==> src/rtl/accumulator_cpu_instruction_execute_top_assert.svh <==
// Assertion macros for the accumulator machine execute block.
// Included by the top level; expects i_clk and i_rst_n in scope.
`ifndef ACCUMULATOR_CPU_INSTRUCTION_EXECUTE_TOP_ASSERT_SVH
`define ACCUMULATOR_CPU_INSTRUCTION_EXECUTE_TOP_ASSERT_SVH

// The consequent must hold in the same cycle as the antecedent.
`define ACIE_ASSERT_NOW(lbl, ante, cons, msg) \
    lbl: assert property (@(posedge i_clk) disable iff (!i_rst_n) (ante) |-> (cons)) \
        else $error(msg);

// The consequent must hold in the cycle after the antecedent.
`define ACIE_ASSERT_NEXT(lbl, ante, cons, msg) \
    lbl: assert property (@(posedge i_clk) disable iff (!i_rst_n) (ante) |=> (cons)) \
        else $error(msg);

`endif

==> src/rtl/acie_pkg.sv <==
// Shared types, opcodes and status codes of the accumulator machine execute block.
// No dependencies; imported by every module of the block.
package acie_pkg;

    localparam int DATA_W          = 8;
    localparam int REG_COUNT_DEF   = 6;
    localparam int MEM_DEPTH_DEF   = 256;
    localparam int DIV_STEPS       = 8;

    localparam logic [7:0] OP_NOP  = 8'h00;
    localparam logic [7:0] OP_AND  = 8'h01;
    localparam logic [7:0] OP_LDA  = 8'h02;
    localparam logic [7:0] OP_LDR  = 8'h03;
    localparam logic [7:0] OP_LDI  = 8'h04;
    localparam logic [7:0] OP_STA  = 8'h05;
    localparam logic [7:0] OP_STR  = 8'h06;
    localparam logic [7:0] OP_OR   = 8'h07;
    localparam logic [7:0] OP_XOR  = 8'h08;
    localparam logic [7:0] OP_SUB  = 8'h09;
    localparam logic [7:0] OP_ADD  = 8'h0A;
    localparam logic [7:0] OP_DIV  = 8'h0B;
    localparam logic [7:0] OP_MUL  = 8'h0C;
    localparam logic [7:0] OP_RSVD = 8'h0D;
    localparam logic [7:0] OP_NOT  = 8'h0E;
    localparam logic [7:0] OP_JMPR = 8'h0F;
    localparam logic [7:0] OP_JMP  = 8'h10;
    localparam logic [7:0] OP_RST  = 8'h11;
    localparam logic [7:0] OP_BEQ  = 8'h12;
    localparam logic [7:0] OP_BNE  = 8'h13;
    localparam logic [7:0] OP_BC   = 8'h14;
    localparam logic [7:0] OP_BNC  = 8'h15;
    localparam logic [7:0] OP_BGT  = 8'h16;
    localparam logic [7:0] OP_BLT  = 8'h17;
    localparam logic [7:0] OP_SETC = 8'h18;
    localparam logic [7:0] OP_CLRC = 8'h19;
    localparam logic [7:0] OP_NOPA = 8'h1A;
    localparam logic [7:0] OP_NOPB = 8'h1B;
    localparam logic [7:0] OP_HALT = 8'h1C;

    localparam logic [2:0] ST_OK      = 3'd0;
    localparam logic [2:0] ST_HALTED  = 3'd1;
    localparam logic [2:0] ST_BADREG  = 3'd2;
    localparam logic [2:0] ST_DIVZERO = 3'd3;
    localparam logic [2:0] ST_UNKNOWN = 3'd4;

    localparam logic [0:0] CFG_START_ADDR = 1'b0;

    typedef struct packed {
        logic load;
        logic mem_rd;
        logic div_start;
        logic commit;
    } t_ctrl_cmd;

    typedef struct packed {
        logic need_div;
        logic div_done;
    } t_dp_status;

    function automatic logic uses_register(input logic [7:0] op);
        logic r;
        case (op) inside
            OP_AND, OP_LDR, OP_LDI, OP_STR, OP_OR, OP_XOR, OP_SUB, OP_ADD,
            OP_DIV, OP_MUL, OP_NOT, OP_JMPR, OP_BEQ, OP_BNE, OP_BGT, OP_BLT: r = 1'b1;
            default: r = 1'b0;
        endcase
        return r;
    endfunction

endpackage

==> src/rtl/accumulator_cpu_instruction_execute_top.sv <==
// Top level of the accumulator machine execute block.
// Depends on acie_pkg, acie_ctrl, acie_dp, acie_div and the assertion macro header.
//
// Usage: each item on the slave stream is one decoded instruction (opcode and two
// operand bytes); each produces exactly one item on the master stream carrying the
// next PC, accumulator, carry and a status code. The APB port holds the start
// address register at byte address 0; writing it also loads the program counter.
// Each item is loaded, then the RAM is read (registered), then a divide runs in the
// bit-serial divider (eight steps), then the result is committed. A new item is
// taken only after the previous item has committed to the result registers.
// The block accepts a new item while its previous result still waits; if the
// receiver stalls, the next result is held back until the output register frees.
// Reset clears the architectural state and the controller (RAM entries read as zero
// through per-entry valid bits, so no clearing pass is needed) and sets the program counter to zero.
`include "accumulator_cpu_instruction_execute_top_assert.svh"

module accumulator_cpu_instruction_execute_top
    import acie_pkg::*;
#(
    parameter int REG_COUNT = REG_COUNT_DEF,
    parameter int MEM_DEPTH = MEM_DEPTH_DEF
) (
    input  logic        i_clk,
    input  logic        i_rst_n,
    input  logic        s_axis_tvalid,
    output logic        s_axis_tready,
    // [7:0] opcode, [15:8] first_operand, [23:16] second_operand
    input  logic [23:0] s_axis_tdata,
    output logic        m_axis_tvalid,
    input  logic        m_axis_tready,
    // [7:0] next_pc, [15:8] acc_value, [16] carry_flag, [19:17] status, [23:20] zero
    output logic [23:0] m_axis_tdata,
    input  logic        psel,
    input  logic        penable,
    input  logic        pwrite,
    input  logic [2:0]  paddr,
    input  logic [31:0] pwdata,
    output logic [31:0] prdata,
    output logic        pready
);

    t_ctrl_cmd         cmd;
    t_dp_status        dp_status;
    logic              cfg_we;
    logic [DATA_W-1:0] start_addr;
    logic [DATA_W-1:0] next_pc, acc_value;
    logic              carry_flag;
    logic [2:0]        status_code;

    assign pready = 1'b1;
    assign cfg_we = psel && penable && pwrite && (paddr[2] == CFG_START_ADDR);
    assign prdata = (paddr[2] == CFG_START_ADDR) ? {24'd0, start_addr} : 32'd0;

    acie_ctrl u_ctrl (
        .i_clk       (i_clk),
        .i_rst_n     (i_rst_n),
        .i_in_valid  (s_axis_tvalid),
        .i_out_ready (m_axis_tready),
        .i_status    (dp_status),
        .o_in_ready  (s_axis_tready),
        .o_out_valid (m_axis_tvalid),
        .o_cmd       (cmd)
    );

    acie_dp #(
        .REG_COUNT (REG_COUNT),
        .MEM_DEPTH (MEM_DEPTH)
    ) u_dp (
        .i_clk         (i_clk),
        .i_rst_n       (i_rst_n),
        .i_cmd         (cmd),
        .i_opcode      (s_axis_tdata[7:0]),
        .i_first       (s_axis_tdata[15:8]),
        .i_second      (s_axis_tdata[23:16]),
        .i_cfg_we      (cfg_we),
        .i_cfg_data    (pwdata[DATA_W-1:0]),
        .o_status      (dp_status),
        .o_start_addr  (start_addr),
        .o_next_pc     (next_pc),
        .o_acc_value   (acc_value),
        .o_carry_flag  (carry_flag),
        .o_status_code (status_code)
    );

    assign m_axis_tdata = {4'd0, status_code, carry_flag, acc_value, next_pc};

    `ACIE_ASSERT_NOW(a_commit_free, cmd.commit, (!m_axis_tvalid || m_axis_tready), "result overwritten while waiting")
    `ACIE_ASSERT_NEXT(a_one_item, (s_axis_tvalid && s_axis_tready), !s_axis_tready, "second item taken while busy")
    `ACIE_ASSERT_NOW(a_div_gated, cmd.div_start, dp_status.need_div, "divider started without a valid divide")
    `ACIE_ASSERT_NEXT(a_commit_valid, cmd.commit, m_axis_tvalid, "commit did not raise the output valid")

endmodule

==> src/rtl/acie_div.sv <==
// Restoring 8-bit divider, one quotient bit per cycle.
// Depends on acie_pkg for the data width and step count.
module acie_div
    import acie_pkg::*;
(
    input  logic              i_clk,
    input  logic              i_rst_n,
    input  logic              i_start,
    input  logic [DATA_W-1:0] i_dividend,
    input  logic [DATA_W-1:0] i_divisor,
    output logic              o_done,
    output logic [DATA_W-1:0] o_quotient
);

    localparam int CW = $clog2(DIV_STEPS);

    logic              r_busy;
    logic [CW-1:0]     r_cnt;
    logic [DATA_W-1:0] r_rem;
    logic [DATA_W-1:0] r_quo;
    logic [DATA_W-1:0] r_dsr;
    logic [DATA_W:0]   trial;
    logic [DATA_W:0]   diff;

    assign trial = {r_rem, r_quo[DATA_W-1]};
    assign diff  = trial - {1'b0, r_dsr};

    always_ff @(posedge i_clk) begin
        if (!i_rst_n) begin
            r_busy <= 1'b0;
            r_cnt  <= '0;
        end else if (i_start) begin
            r_busy <= 1'b1;
            r_cnt  <= '0;
        end else if (r_busy) begin
            r_cnt <= r_cnt + 1'b1;
            if (r_cnt == CW'(DIV_STEPS - 1)) begin
                r_busy <= 1'b0;
            end
        end
    end

    always_ff @(posedge i_clk) begin
        if (i_start) begin
            r_rem <= '0;
            r_quo <= i_dividend;
            r_dsr <= i_divisor;
        end else if (r_busy) begin
            // The borrow bit of the trial subtraction decides the quotient bit.
            if (!diff[DATA_W]) begin
                r_rem <= diff[DATA_W-1:0];
                r_quo <= {r_quo[DATA_W-2:0], 1'b1};
            end else begin
                r_rem <= trial[DATA_W-1:0];
                r_quo <= {r_quo[DATA_W-2:0], 1'b0};
            end
        end
    end

    assign o_done     = r_busy && (r_cnt == CW'(DIV_STEPS - 1));
    assign o_quotient = r_quo;

endmodule

==> src/rtl/acie_dp.sv <==
// Datapath: architectural state, data RAM, decode, execute and result registers.
// Depends on acie_pkg and instantiates acie_div.
module acie_dp
    import acie_pkg::*;
#(
    parameter int REG_COUNT = REG_COUNT_DEF,
    parameter int MEM_DEPTH = MEM_DEPTH_DEF
) (
    input  logic              i_clk,
    input  logic              i_rst_n,
    input  t_ctrl_cmd         i_cmd,
    input  logic [DATA_W-1:0] i_opcode,
    input  logic [DATA_W-1:0] i_first,
    input  logic [DATA_W-1:0] i_second,
    input  logic              i_cfg_we,
    input  logic [DATA_W-1:0] i_cfg_data,
    output t_dp_status        o_status,
    output logic [DATA_W-1:0] o_start_addr,
    output logic [DATA_W-1:0] o_next_pc,
    output logic [DATA_W-1:0] o_acc_value,
    output logic              o_carry_flag,
    output logic [2:0]        o_status_code
);

    localparam int RW = (REG_COUNT > 1) ? $clog2(REG_COUNT) : 1;
    localparam int AW = (MEM_DEPTH > 1) ? $clog2(MEM_DEPTH) : 1;

    logic [DATA_W-1:0] r_op, r_x, r_y;
    logic [DATA_W-1:0] r_acc;
    logic [DATA_W-1:0] r_gpr [REG_COUNT];
    logic              r_carry;
    logic [DATA_W-1:0] r_pc;
    logic              r_halted;
    logic [DATA_W-1:0] r_start;
    logic [DATA_W-1:0] r_mem [MEM_DEPTH];
    logic [MEM_DEPTH-1:0] r_mem_vld;
    logic [DATA_W-1:0] r_mem_q;
    logic              r_mem_hit;

    logic [DATA_W-1:0] n_acc, n_pc, n_gpr_data, n_mem_data;
    logic              n_carry, n_halted, n_gpr_we, n_mem_we, n_clear;
    logic [2:0]        n_status;

    logic              reg_ok, unknown_op, uses_reg, err_any, taken;
    logic [DATA_W-1:0] rv, mem_rdata, quotient;
    logic [AW-1:0]     mem_addr;
    logic [2*DATA_W-1:0] prod;
    logic [DATA_W:0]   sum;
    logic              div_done;

    // Address wrap modulo the RAM depth by compare-and-subtract of shifted depths.
    function automatic logic [AW-1:0] wrap_addr(input logic [DATA_W-1:0] a);
        logic [DATA_W:0] v;
        v = {1'b0, a};
        for (int k = DATA_W - 1; k >= 0; k--) begin
            if ((MEM_DEPTH << k) < (1 << DATA_W)) begin
                if (v >= (DATA_W + 1)'(MEM_DEPTH << k)) begin
                    v = v - (DATA_W + 1)'(MEM_DEPTH << k);
                end
            end
        end
        return v[AW-1:0];
    endfunction

    always_ff @(posedge i_clk) begin
        if (i_cmd.load) begin
            r_op <= i_opcode;
            r_x  <= i_first;
            r_y  <= i_second;
        end
    end

    assign uses_reg   = uses_register(r_op);
    assign reg_ok     = (r_x < DATA_W'(REG_COUNT));
    assign unknown_op = (r_op == OP_RSVD) || (r_op > OP_HALT);

    always_comb begin
        rv = '0;
        if (reg_ok) begin
            rv = r_gpr[r_x[RW-1:0]];
        end
    end

    assign err_any = r_halted || unknown_op || (uses_reg && !reg_ok)
                   || ((r_op == OP_DIV) && (rv == '0));

    assign o_status.need_div = (r_op == OP_DIV) && !err_any;
    assign o_status.div_done = div_done;

    acie_div u_div (
        .i_clk      (i_clk),
        .i_rst_n    (i_rst_n),
        .i_start    (i_cmd.div_start),
        .i_dividend (r_acc),
        .i_divisor  (rv),
        .o_done     (div_done),
        .o_quotient (quotient)
    );

    assign mem_addr  = wrap_addr(((r_op == OP_LDA) || (r_op == OP_STA)) ? r_x : r_y);
    assign mem_rdata = r_mem_hit ? r_mem_q : '0;
    assign prod      = {{DATA_W{1'b0}}, r_acc} * {{DATA_W{1'b0}}, rv};
    assign sum       = {1'b0, r_acc} + {1'b0, rv};

    always_comb begin
        n_acc      = r_acc;
        n_carry    = r_carry;
        n_pc       = r_pc;
        n_halted   = r_halted;
        n_status   = ST_OK;
        n_gpr_we   = 1'b0;
        n_gpr_data = '0;
        n_mem_we   = 1'b0;
        n_mem_data = '0;
        n_clear    = 1'b0;
        taken      = 1'b0;
        if (r_halted) begin
            n_status = ST_HALTED;
        end else if (unknown_op) begin
            n_status = ST_UNKNOWN;
        end else if (uses_reg && !reg_ok) begin
            n_status = ST_BADREG;
        end else if ((r_op == OP_DIV) && (rv == '0)) begin
            n_status = ST_DIVZERO;
        end else begin
            case (r_op) inside
                OP_NOP, OP_NOPA, OP_NOPB: n_pc = r_pc + 8'd1;
                OP_AND: begin n_acc = r_acc & rv; n_pc = r_pc + 8'd2; end
                OP_OR:  begin n_acc = r_acc | rv; n_pc = r_pc + 8'd2; end
                OP_XOR: begin n_acc = r_acc ^ rv; n_pc = r_pc + 8'd2; end
                OP_LDA: begin n_acc = mem_rdata; n_pc = r_pc + 8'd2; end
                OP_LDR: begin
                    n_gpr_we = 1'b1; n_gpr_data = mem_rdata; n_pc = r_pc + 8'd3;
                end
                OP_LDI: begin
                    n_gpr_we = 1'b1; n_gpr_data = r_y; n_pc = r_pc + 8'd3;
                end
                OP_STA: begin
                    n_mem_we = 1'b1; n_mem_data = r_acc; n_pc = r_pc + 8'd2;
                end
                OP_STR: begin
                    n_mem_we = 1'b1; n_mem_data = rv; n_pc = r_pc + 8'd3;
                end
                OP_SUB: begin
                    // Carry is sticky: arithmetic only ever sets it.
                    if (r_acc < rv) n_carry = 1'b1;
                    n_acc = r_acc - rv;
                    n_pc  = r_pc + 8'd2;
                end
                OP_ADD: begin
                    if (sum[DATA_W]) n_carry = 1'b1;
                    n_acc = sum[DATA_W-1:0];
                    n_pc  = r_pc + 8'd2;
                end
                OP_DIV: begin n_acc = quotient; n_pc = r_pc + 8'd2; end
                OP_MUL: begin
                    if (prod[2*DATA_W-1:DATA_W] != '0) n_carry = 1'b1;
                    n_acc = prod[DATA_W-1:0];
                    n_pc  = r_pc + 8'd2;
                end
                OP_NOT: begin
                    n_gpr_we = 1'b1; n_gpr_data = ~rv; n_pc = r_pc + 8'd2;
                end
                OP_JMPR: n_pc = rv;
                OP_JMP:  n_pc = r_x;
                OP_RST: begin
                    n_acc    = '0;
                    n_carry  = 1'b0;
                    n_halted = 1'b0;
                    n_pc     = '0;
                    n_clear  = 1'b1;
                end
                OP_BEQ, OP_BNE, OP_BGT, OP_BLT: begin
                    case (r_op)
                        OP_BEQ:  taken = (r_acc == rv);
                        OP_BNE:  taken = (r_acc != rv);
                        OP_BGT:  taken = (r_acc > rv);
                        default: taken = (r_acc < rv);
                    endcase
                    n_pc = taken ? r_y : r_pc + 8'd3;
                end
                OP_BC, OP_BNC: begin
                    taken = (r_op == OP_BC) ? r_carry : !r_carry;
                    n_pc  = taken ? r_x : r_pc + 8'd2;
                end
                OP_SETC: begin n_carry = 1'b1; n_pc = r_pc + 8'd1; end
                OP_CLRC: begin n_carry = 1'b0; n_pc = r_pc + 8'd1; end
                default: begin
                    n_halted = 1'b1;
                    n_status = ST_HALTED;
                end
            endcase
        end
    end

    always_ff @(posedge i_clk) begin
        if (!i_rst_n) begin
            r_acc    <= '0;
            r_carry  <= 1'b0;
            r_pc     <= '0;
            r_halted <= 1'b0;
            r_start  <= '0;
            for (int i = 0; i < REG_COUNT; i++) r_gpr[i] <= '0;
        end else if (i_cfg_we) begin
            r_start <= i_cfg_data;
            r_pc    <= i_cfg_data;
        end else if (i_cmd.commit) begin
            r_acc    <= n_acc;
            r_carry  <= n_carry;
            r_pc     <= n_pc;
            r_halted <= n_halted;
            if (n_clear) begin
                for (int i = 0; i < REG_COUNT; i++) r_gpr[i] <= '0;
            end else if (n_gpr_we) begin
                r_gpr[r_x[RW-1:0]] <= n_gpr_data;
            end
        end
    end

    // Entries never written since reset or a clear read as zero through the valid bits.
    always_ff @(posedge i_clk) begin
        if (!i_rst_n) begin
            r_mem_vld <= '0;
        end else if (i_cmd.commit && n_clear) begin
            r_mem_vld <= '0;
        end else if (i_cmd.commit && n_mem_we) begin
            r_mem_vld[mem_addr] <= 1'b1;
        end
    end

    always_ff @(posedge i_clk) begin
        if (i_cmd.commit && n_mem_we) begin
            r_mem[mem_addr] <= n_mem_data;
        end
        if (i_cmd.mem_rd) begin
            r_mem_q   <= r_mem[mem_addr];
            r_mem_hit <= r_mem_vld[mem_addr];
        end
    end

    always_ff @(posedge i_clk) begin
        if (i_cmd.commit) begin
            o_next_pc     <= n_pc;
            o_acc_value   <= n_acc;
            o_carry_flag  <= n_carry;
            o_status_code <= n_status;
        end
    end

    assign o_start_addr = r_start;

endmodule

==> src/rtl/acie_ctrl.sv <==
// Controller: sequences operand read, optional division and commit per item.
// Depends on acie_pkg for the command and status structs.
module acie_ctrl
    import acie_pkg::*;
(
    input  logic       i_clk,
    input  logic       i_rst_n,
    input  logic       i_in_valid,
    input  logic       i_out_ready,
    input  t_dp_status i_status,
    output logic       o_in_ready,
    output logic       o_out_valid,
    output t_ctrl_cmd  o_cmd
);

    typedef enum logic [3:0] {
        S_IDLE   = 4'b0001,
        S_READ   = 4'b0010,
        S_DIV    = 4'b0100,
        S_COMMIT = 4'b1000
    } t_state;

    t_state r_state, n_state;
    logic   r_out_valid;
    logic   slot_free;

    assign slot_free = !r_out_valid || i_out_ready;

    always_comb begin
        n_state    = r_state;
        o_cmd      = '0;
        o_in_ready = 1'b0;
        unique case (r_state)
            S_IDLE: begin
                o_in_ready = 1'b1;
                if (i_in_valid) begin
                    o_cmd.load = 1'b1;
                    n_state    = S_READ;
                end
            end
            S_READ: begin
                o_cmd.mem_rd = 1'b1;
                if (i_status.need_div) begin
                    o_cmd.div_start = 1'b1;
                    n_state         = S_DIV;
                end else begin
                    n_state = S_COMMIT;
                end
            end
            S_DIV: begin
                if (i_status.div_done) n_state = S_COMMIT;
            end
            S_COMMIT: begin
                // A result still waiting downstream holds the commit back.
                if (slot_free) begin
                    o_cmd.commit = 1'b1;
                    n_state      = S_IDLE;
                end
            end
            default: n_state = S_IDLE;
        endcase
    end

    always_ff @(posedge i_clk) begin
        if (!i_rst_n) begin
            r_state     <= S_IDLE;
            r_out_valid <= 1'b0;
        end else begin
            r_state <= n_state;
            if (o_cmd.commit) begin
                r_out_valid <= 1'b1;
            end else if (i_out_ready) begin
                r_out_valid <= 1'b0;
            end
        end
    end

    assign o_out_valid = r_out_valid;

endmodule
==> config.mk <==
export PLATFORM = sky130hd
export DESIGN_NAME = accumulator_cpu_instruction_execute_top
export DESIGN_NICKNAME = d
export VERILOG_FILES = /design/src/rtl/acie_pkg.sv /design/src/rtl/accumulator_cpu_instruction_execute_top.sv /design/src/rtl/acie_div.sv /design/src/rtl/acie_dp.sv /design/src/rtl/acie_ctrl.sv
export VERILOG_INCLUDE_DIRS = /design/src /design/src/rtl
export SDC_FILE = /design/constraint.sdc
export NUM_CORES = 2
export LEC_CHECK = 0
export BUFFER_PORTS_ARGS = -buffer_cell sky130_fd_sc_hd__buf_2
export CORE_ASPECT_RATIO = 0.9
export CORE_UTILIZATION = 45
export CTS_CLUSTER_DIAMETER = 30
export DETAILED_ROUTE_END_ITERATION = 16
export MAX_ROUTING_LAYER = met4
export PLACE_DENSITY = 0.61
export SETUP_SLACK_MARGIN = 0.02
export SKIP_LAST_GASP = 1
export SLEW_MARGIN = 15
export SYNTH_ARGS = -nofsm -noshare
export SYNTH_HDL_FRONTEND = slang
export SYNTH_SLANG_ARGS = --single-unit
==> constraint.sdc <==
create_clock -name i_clk -period 15.3 [get_ports i_clk]
set_input_delay 1.53 -clock i_clk [delete_from_list [all_inputs] [get_ports i_clk]]
set_output_delay 1.53 -clock i_clk [all_outputs]
set_load 0.005 [all_outputs]
# Word level (Yosys, flattened, before mapping)
# Memories as Yosys holds them, arrays and structs flattened. A register that Yosys moved wholly into a read port is not among the register bits.
# Cells that the tools add are included.
[op_classes]
order_cmp = 6
bitwise = 14
addsub = 7
multipliers = 1
n_div = 0
reduce_logical = 36
n_mux = 288
shifts = 0
eq_ne = 37
[op_table]
columns = ["operator", "n"]
rows = [
  ["$mux W8", 95],
  ["$or A256 B256 Y256", 1],
  ["$mux W1", 159],
  ["$eq A8 B5 Y1 const B", 12],
  ["$mux W3", 25],
  ["$eq A8 B4 Y1 const B", 8],
  ["$eq A8 B3 Y1 const B", 4],
  ["$add A8 B2 Y8 const B", 2],
  ["$eq A8 B2 Y1 const B", 2],
  ["$logic_not A8 Y1", 2],
  ["$mul A8 B8 Y16", 1],
  ["$mux W4", 4],
  ["$pmux W4 S4", 1],
  ["$reduce_or A16 Y1", 1],
  ["$logic_and A1 B1 Y1", 10],
  ["$add A8 B8 Y9", 1],
  ["$lt A8 B9 Y1 const B", 1],
  ["$sub A9 B8 Y9", 1],
  ["$add A8 B1 Y8 const B", 1],
  ["$and A8 B8 Y8", 1],
  ["$bmux W1 S8", 1],
  ["$demux W1 S8", 1],
  ["$eq A8 B1 Y1 const B", 1],
  ["$eq A8 B8 Y1", 1],
  ["other kinds (32)", 53],
]
[totals]
inputBits = 66
output_inout_bits = 59
ff_bits = 360
latch_bits = 0
elab_cells = 413
rom_bits = 0
mem_bits_rw = 2096
mem_count = 2
[mem_list]
columns = ["memory", "depth", "width", "read_ports", "rd_ports_with_merged_regs", "wr", "line_no", "source"]
rows = [
  ["u_dp.r_mem", 256, 8, 1, 1, 1, "acie_dp.sv:35", "logic [DATA_W-1:0] r_mem [MEM_DEPTH];"],
  ["u_dp.r_gpr", 6, 8, 1, 1, 6, "acie_dp.sv:30", "logic [DATA_W-1:0] r_gpr [REG_COUNT];"],
]

# Logic depth before layout (Yosys ltp)
[logic_depth]
ltp_word = 51
depth_mapped = 25
mapped_depth_nobuf = 23

# By module
# From an unflattened synthesis, not the netlist that was laid out.
[unflattened]
cells_unflattened = 7080
area_unflattened_um2 = 103778.3
[by_module_without_submodules]
columns = ["mod", "area_each_um2", "seq_area_each_um2", "n_inst", "cells_per_inst"]
rows = [
  ["acie_dp", 101630.0, 70717.8, 1, 6867],
  ["acie_div", 1560.2, 720.7, 1, 144],
  ["accumulator_cpu_instruction_execute_top", 312.8, 0.0, 1, 41],
  ["acie_ctrl", 275.3, 100.1, 1, 28],
]

# Worst setup path before layout
# No wires, ideal clock.
[synth_timing]
path_kind = "register to register"
start = "register u_dp.r_x[4]"
end = "memory u_dp.r_mem[0][0], data pin"
n_path_buf = 4
setup_slack_ps = 5345
arrival_time_ps = 8562
synth_period_minus_slack_ps = 9955
t_required_ps = 13907
setup_ps = 1393
path_stages_with_launch = 12
path_cell_list = "edfxtp_1 -> buf_6 -> or4_4 -> a211o_1 -> buf_4 -> nor2_1 -> nor4_1 -> a31oi_4 -> nand2_2 -> buf_6 -> clkbuf_1 -> nor2_1"
[synth_via]
elab_cells_between_ends = 19
classes_between = "order compare (1); mux (14); reduce/logical (4)"
[synth_lines]
columns = ["item", "line_no", "source"]
rows = [
  ["from (decl)", "acie_dp.sv:28", "logic [DATA_W-1:0] r_op, r_x, r_y;"],
  ["from (signal assigned)", "acie_dp.sv:68", "r_x <= i_first;"],
  ["$lt A8 B3 Y1", "acie_dp.sv:74", "assign reg_ok = (r_x < DATA_W'(REG_COUNT));"],
  ["$mux W8", "acie_dp.sv:79", "if (reg_ok) begin"],
  ["net u_dp.rv[1]", "acie_dp.sv:45", "logic [DATA_W-1:0] rv, mem_rdata, quotient;"],
  ["$logic_not A8 Y1", "acie_dp.sv:123", "end else if ((r_op == OP_DIV) && (rv == '0)) begin"],
  ["$logic_and A1 B1 Y1", "acie_dp.sv:123", ""],
  ["$mux W8", "acie_dp.sv:123", ""],
  ["$mux W8", "acie_dp.sv:121", "end else if (uses_reg && !reg_ok) begin"],
  ["$mux W8", "acie_dp.sv:119", "end else if (unknown_op) begin"],
  ["$mux W8", "acie_dp.sv:117", "if (r_halted) begin"],
  ["net u_dp.n_mem_data[0]", "acie_dp.sv:40", "logic [DATA_W-1:0] n_acc, n_pc, n_gpr_data, n_mem_data;"],
  ["to (decl)", "acie_dp.sv:35", ""],
]
# The timed path passes the listed nets, and every way through them passes these cells.

# Final worst setup path
[layout_timing]
start = "register u_dp.r_op[3]"
end = "register u_dp.r_mem_q[2], read port of u_dp.r_mem, data pin"
[layout_via]
elab_chain_cells = 3
elab_cells_between_ends = 4
classes_between = "eq/ne (2); mux (1); reduce/logical (1)"
[layout_rtl]
columns = ["item", "line_no", "source"]
rows = [
  ["from (decl)", "acie_dp.sv:28", ""],
  ["from (signal assigned)", "acie_dp.sv:67", "r_op <= i_opcode;"],
  ["$eq A8 B2 Y1 / $eq A8 B3 Y1 (equally long branches)", "acie_dp.sv:100", "assign mem_addr = wrap_addr(((r_op == OP_LDA) || (r_op == OP_STA)) ? r_x : r_y);"],
  ["$logic_or A1 B1 Y1 (*)", "acie_dp.sv:100", ""],
  ["$mux W8 (*)", "acie_dp.sv:100", ""],
  ["to (decl)", "acie_dp.sv:37", "logic [DATA_W-1:0] r_mem_q;"],
]
# Mark *: on every way between the ends. The rest lies on a longest branch, timed or not.
# A chain may end at the register's enable or synchronous reset.

==> Implementation_results.wiki <==
{| class="wikitable"
! Metric !! Value
|-
| Clock transition at path regs || 0.05 ns
|-
| Post-route DRC violation count || 0
|-
| Share of synthesized registers carrying an async set or reset || 0
|-
| Worst setup path startpoint || u_dp.r_op[3]$_DFFE_PP_
|-
| Clock tree skew after final layout || 0.07836 ns
|-
| Crit-path max FO || 95
|-
| Hold Startpoint || u_dp.o_start_addr[7]$_SDFFE_PN0P_
|-
| Die X || 504.6 µm
|-
| Total Negative Setup Slacks || 0 ns
|-
| CTS H-tree depth || 5
|-
| Slew at the pin with the worst max-slew slack || 1.332 ns
|-
| Unrepaired setup endpoints after global routing || false
|-
| Main combinational cell family by area after synthesis || multiplexers
|-
| Fmax || 127.5 MHz
|-
| Arrival time of the worst setup path || 8.37 ns
|-
| Setup crit start kind || flip-flop
|-
| Initial cell density of the core || 0.4542
|-
| Sequential cell area fraction in the yosys report || 0.6992
|-
| Post-synthesis cell area || 102,300 µm²
|-
| Number of CTS-inserted buffers || 432
|-
| Antenna-violating nets left || 0
|-
| Number of hold violations in the final report || 0
|-
| Final setup fails || 0
|-
| Number of different library cells in the post-synthesis netlist || 97
|-
| Number of global-route vias before repair || 61,700
|-
| Antenna violations before repair || 15
|-
| Net total in the final layout || 7,294
|-
| Top cell type by total area after synthesis || sky130_fd_sc_hd__edfxtp_1
|-
| Chip height || 454.3 µm
|-
| Routability congestion estimate from global placement || 0.9469
|-
| Time the final worst path needs with I/O delays and setup || 7.844 ns
|-
| Final design utilization || 0.5372
|-
| Yosys synthesis warning count || 0
|-
| Path class of the lowest-slack min-delay path || flip-flop to flip-flop
|-
| Die Area || 229,300 µm²
|-
| Clk sink count || 2,483
|-
| Final std cells w/o fill || 10,500
|-
| Worst slack at placement || 7.698 ns
|-
| Post-CTS repair timing setup buffer count || 0
|-
| Total of buffers placed on input and output ports || 69
|-
| Synthesized-area fraction occupied by adder cells || 0.01678
|-
| Endpoint kind of the worst setup timing path || flip-flop
|-
| Total power density per cell area || 155.9 nW/µm²
|-
| Total design power || 0.01887 W
|-
| Count of state elements after synthesis || 2,483
|-
| # Max-Cap Violations || 0
|-
| Drt via density || 6.195
|-
| Number of flip-flops in the largest register || 2,048
|-
| DP Cell Count || 9,687
|-
| Final count of pins violating max slew || 0
|-
| GRT Util Overall || 0.2890
|-
| Detailed Routing Iterations Pass 1 || 8
|-
| Fraction of final layout cells sized beyond drive strength 1 || 0.1755
|-
| Fraction of synthesized cell area in xor and xnor cells || 0.002483
|-
| Biggest register || u_dp.r_mem
|-
| Largest net degree at the start of global routing || 199
|-
| Post-detailed-routing wire length || 327,200 µm
|-
| Max VDD drop || 0.1246 mV
|-
| Top-level I/O count || 125
|-
| Grt total ovfl || 0
|-
| Post-detailed-route wirelength per cell || 31.15 µm
|-
| Area growth from synthesis to layout || 18.28%
|-
| Initial DRC count || 9,141
|-
| Type of the setup path with the least slack || flip-flop to flip-flop
|-
| Multiplexer share of the synthesized area || 0.1007
|-
| CTS tree || done
|-
| Bufs on Longest Clock Path || 4
|-
| Std-Cell Rows || 165
|-
| Simple-gate portion of the synthesized area || 0.06909
|-
| Via count || 65,070
|-
| Launching point of the worst reg2reg path || u_dp.r_op[3]$_DFFE_PP_
|-
| Global-route wire length before repair || 460,600 µm
|-
| Pleak || 44.74 nW
|-
| Worst slew margin relative to its limit || 0.1043
|-
| Number of fill cells in the layout || 17,980
|-
| Fraction of post-synthesis cell area in the top cell type by area || 0.6402
|-
| Post-layout worst setup margin || 7.456 ns
|-
| Required time reported for the critical path endpoint || 15.83 ns
|-
| Clock latency on the worst-skew pair || 0.92 ns
|-
| Number of synthesized flops with an enable pin || 2,181
|-
| Predominant post-synthesis flop cell || sky130_fd_sc_hd__edfxtp_1
|-
| Synth Area in Compound Gates || 0.08633
|-
| Run status || completed
|-
| Total of cells resized after clock tree synthesis || 0
|-
| Post-DP HPWL || 199,500 µm
|-
| Instance count of the mapped netlist || 6,844
|-
| Floorplan Core Area || 225,200 µm²
|-
| Area contributors post-synth || sky130_fd_sc_hd__edfxtp_1 (64%), sky130_fd_sc_hd__mux4_2 (6.0%), sky130_fd_sc_hd__dfxtp_1 (5.9%), sky130_fd_sc_hd__mux2i_1 (3.8%), sky130_fd_sc_hd__nand2_1 (2.7%)
|-
| Biggest registers after layout || u_dp.r_mem: 2048 flops, u_dp.r_mem_vld: 256 flops, u_dp.r_gpr: 64 flops
|-
| Final Cycle Share || 0.5127
|-
| Syn Area/Cell || 14.95 µm²
|-
| Buffer type at the clock tree root || sky130_fd_sc_hd__clkbuf_16
|-
| Quantity of hold-fixing buffers added after cts || 0
|}
-- cell usage after synthesis (19+ instances only) --
cell type and instances:
sky130_fd_sc_hd__mux4_2 271, sky130_fd_sc_hd__ha_1 74, sky130_fd_sc_hd__a211oi_1 36, sky130_fd_sc_hd__o31ai_1 21, sky130_fd_sc_hd__nor4_1 54, sky130_fd_sc_hd__buf_4 66, sky130_fd_sc_hd__or3_1 21, sky130_fd_sc_hd__mux2i_1 393
sky130_fd_sc_hd__a2111oi_0 33, sky130_fd_sc_hd__inv_1 113, sky130_fd_sc_hd__clkbuf_1 160, sky130_fd_sc_hd__nand2_1 736, sky130_fd_sc_hd__nand2b_1 20, sky130_fd_sc_hd__a32oi_1 26, sky130_fd_sc_hd__fa_1 39, sky130_fd_sc_hd__nand3_1 141
sky130_fd_sc_hd__edfxtp_1 2181, sky130_fd_sc_hd__o21a_1 266, sky130_fd_sc_hd__dfxtp_1 302, sky130_fd_sc_hd__nor3_1 32, sky130_fd_sc_hd__a21oi_1 381, sky130_fd_sc_hd__nor2b_1 27, sky130_fd_sc_hd__buf_2 150, sky130_fd_sc_hd__a31oi_1 19
sky130_fd_sc_hd__o22ai_1 201, sky130_fd_sc_hd__nor2_1 477, sky130_fd_sc_hd__nand4_1 53, sky130_fd_sc_hd__a22oi_1 95, sky130_fd_sc_hd__buf_1 54, sky130_fd_sc_hd__o21ai_0 122
-- cell families after synthesis --
kind of cell | count (synthesis)
compound gates | 1344
xor+xnor | 29
fa+ha+maj | 114
buf+inv | 556
flops | 2483
mux | 685
other cells | 2
simple gates | 1631
-- area by class of cell --
class	instances	area, µm²	share of cell area
Inverter	117	439.2	0.003629
Multi-Input combinational cell	3848	28740	0.2375
Clock inverter	262	3033	0.02506
Tap cell	3006	3761	0.03108
Antenna cell	10	25.02	0.0002068
Sequential cell	2483	71540	0.5912
Timing Repair Buffer	233	1714	0.01417
Clock buffer	544	11750	0.09713
-- critical path: stages, from the launching register on --
cell                        delay [ns]
sky130_fd_sc_hd__edfxtp_1         0.32
sky130_fd_sc_hd__buf_4            0.39
sky130_fd_sc_hd__or2_1            0.42
sky130_fd_sc_hd__a211o_2          0.17
sky130_fd_sc_hd__buf_4            0.53
sky130_fd_sc_hd__mux2i_4          0.93
sky130_fd_sc_hd__buf_12           0.63
sky130_fd_sc_hd__buf_4            0.61
sky130_fd_sc_hd__buf_12           0.57
sky130_fd_sc_hd__mux4_2           0.61
sky130_fd_sc_hd__a22oi_1          0.41
sky130_fd_sc_hd__a21oi_1          0.33
sky130_fd_sc_hd__a2111oi_0        1.06
sky130_fd_sc_hd__nand4_1          0.31
-- worst paths after layout --
kind	slack (ns)	cells after the start	end
setup / recovery	7.46	13	u_dp.r_mem_q[2]$_DFFE_PP_
hold / removal	0.45	2	u_dp.o_start_addr[7]$_SDFFE_PN0P_
setup reg to reg	7.46	13	u_dp.r_mem_q[2]$_DFFE_PP_
hold reg to reg	0.45	2	u_dp.o_start_addr[7]$_SDFFE_PN0P_
-- where the power goes --
part | leakage, nW | internal (W) | switching, W
Combinational | 10.0 | 0.000480 | 0.00131
Clock | 7.17 | 0.00633 | 0.00333
Sequential | 27.6 | 0.00733 | 0.0000887
Total | 44.7 | 0.0141 | 0.00473
-- through the flow --
step                hold slack [ns]  area [µm²]
floorplan                    0.4318      102500
global placement             0.4380      106200
detailed placement           0.4420      106200
CTS                          0.4482      121000
global route                 0.4668      121000
finish                       0.4462      121000
-- metal layers --
metal / routed length (µm) / share of wire / GRT usage
met5: 0 / 0 / -
met1: 134800 / 0.41 / 0.4058
met3: 38210 / 0.12 / 0.06869
met2: 142800 / 0.44 / 0.4130
met4: 11350 / 0.035 / 0.09552
-- layout by cell type, fill, tap and decap left out, types with 19 or more instances in the layout --
cell,Yosys,routed
sky130_fd_sc_hd__inv_1,113,113
sky130_fd_sc_hd__nor2b_1,27,27
sky130_fd_sc_hd__o21ai_0,122,121
sky130_fd_sc_hd__clkinv_4,0,27
sky130_fd_sc_hd__nand4_1,53,53
sky130_fd_sc_hd__inv_6,0,21
sky130_fd_sc_hd__nor4_1,54,45
sky130_fd_sc_hd__buf_4,66,153
sky130_fd_sc_hd__a2111oi_0,33,32
sky130_fd_sc_hd__buf_2,150,69
sky130_fd_sc_hd__dfxtp_1,302,302
sky130_fd_sc_hd__o22ai_1,201,201
sky130_fd_sc_hd__a22oi_1,95,95
sky130_fd_sc_hd__nand2b_1,20,20
sky130_fd_sc_hd__o21a_1,266,266
sky130_fd_sc_hd__nand2_1,736,735
sky130_fd_sc_hd__mux2i_1,393,387
sky130_fd_sc_hd__a32oi_1,26,26
sky130_fd_sc_hd__edfxtp_1,2181,2181
sky130_fd_sc_hd__clkinv_1,4,45
sky130_fd_sc_hd__nor2_4,9,19
sky130_fd_sc_hd__a21oi_1,381,380
sky130_fd_sc_hd__clkbuf_1,160,71
sky130_fd_sc_hd__clkinv_2,0,75
sky130_fd_sc_hd__nor2_1,477,465
sky130_fd_sc_hd__bufinv_16,0,53
sky130_fd_sc_hd__clkbuf_16,0,442
sky130_fd_sc_hd__ha_1,74,74
sky130_fd_sc_hd__conb_1,2,45
sky130_fd_sc_hd__mux4_2,271,271
sky130_fd_sc_hd__a211oi_1,36,34
sky130_fd_sc_hd__clkbuf_8,0,31
sky130_fd_sc_hd__clkinvlp_4,0,35
sky130_fd_sc_hd__fa_1,39,39
sky130_fd_sc_hd__nand3_1,141,138
sky130_fd_sc_hd__nor3_1,32,31
(Power assumes the default switching activity.)
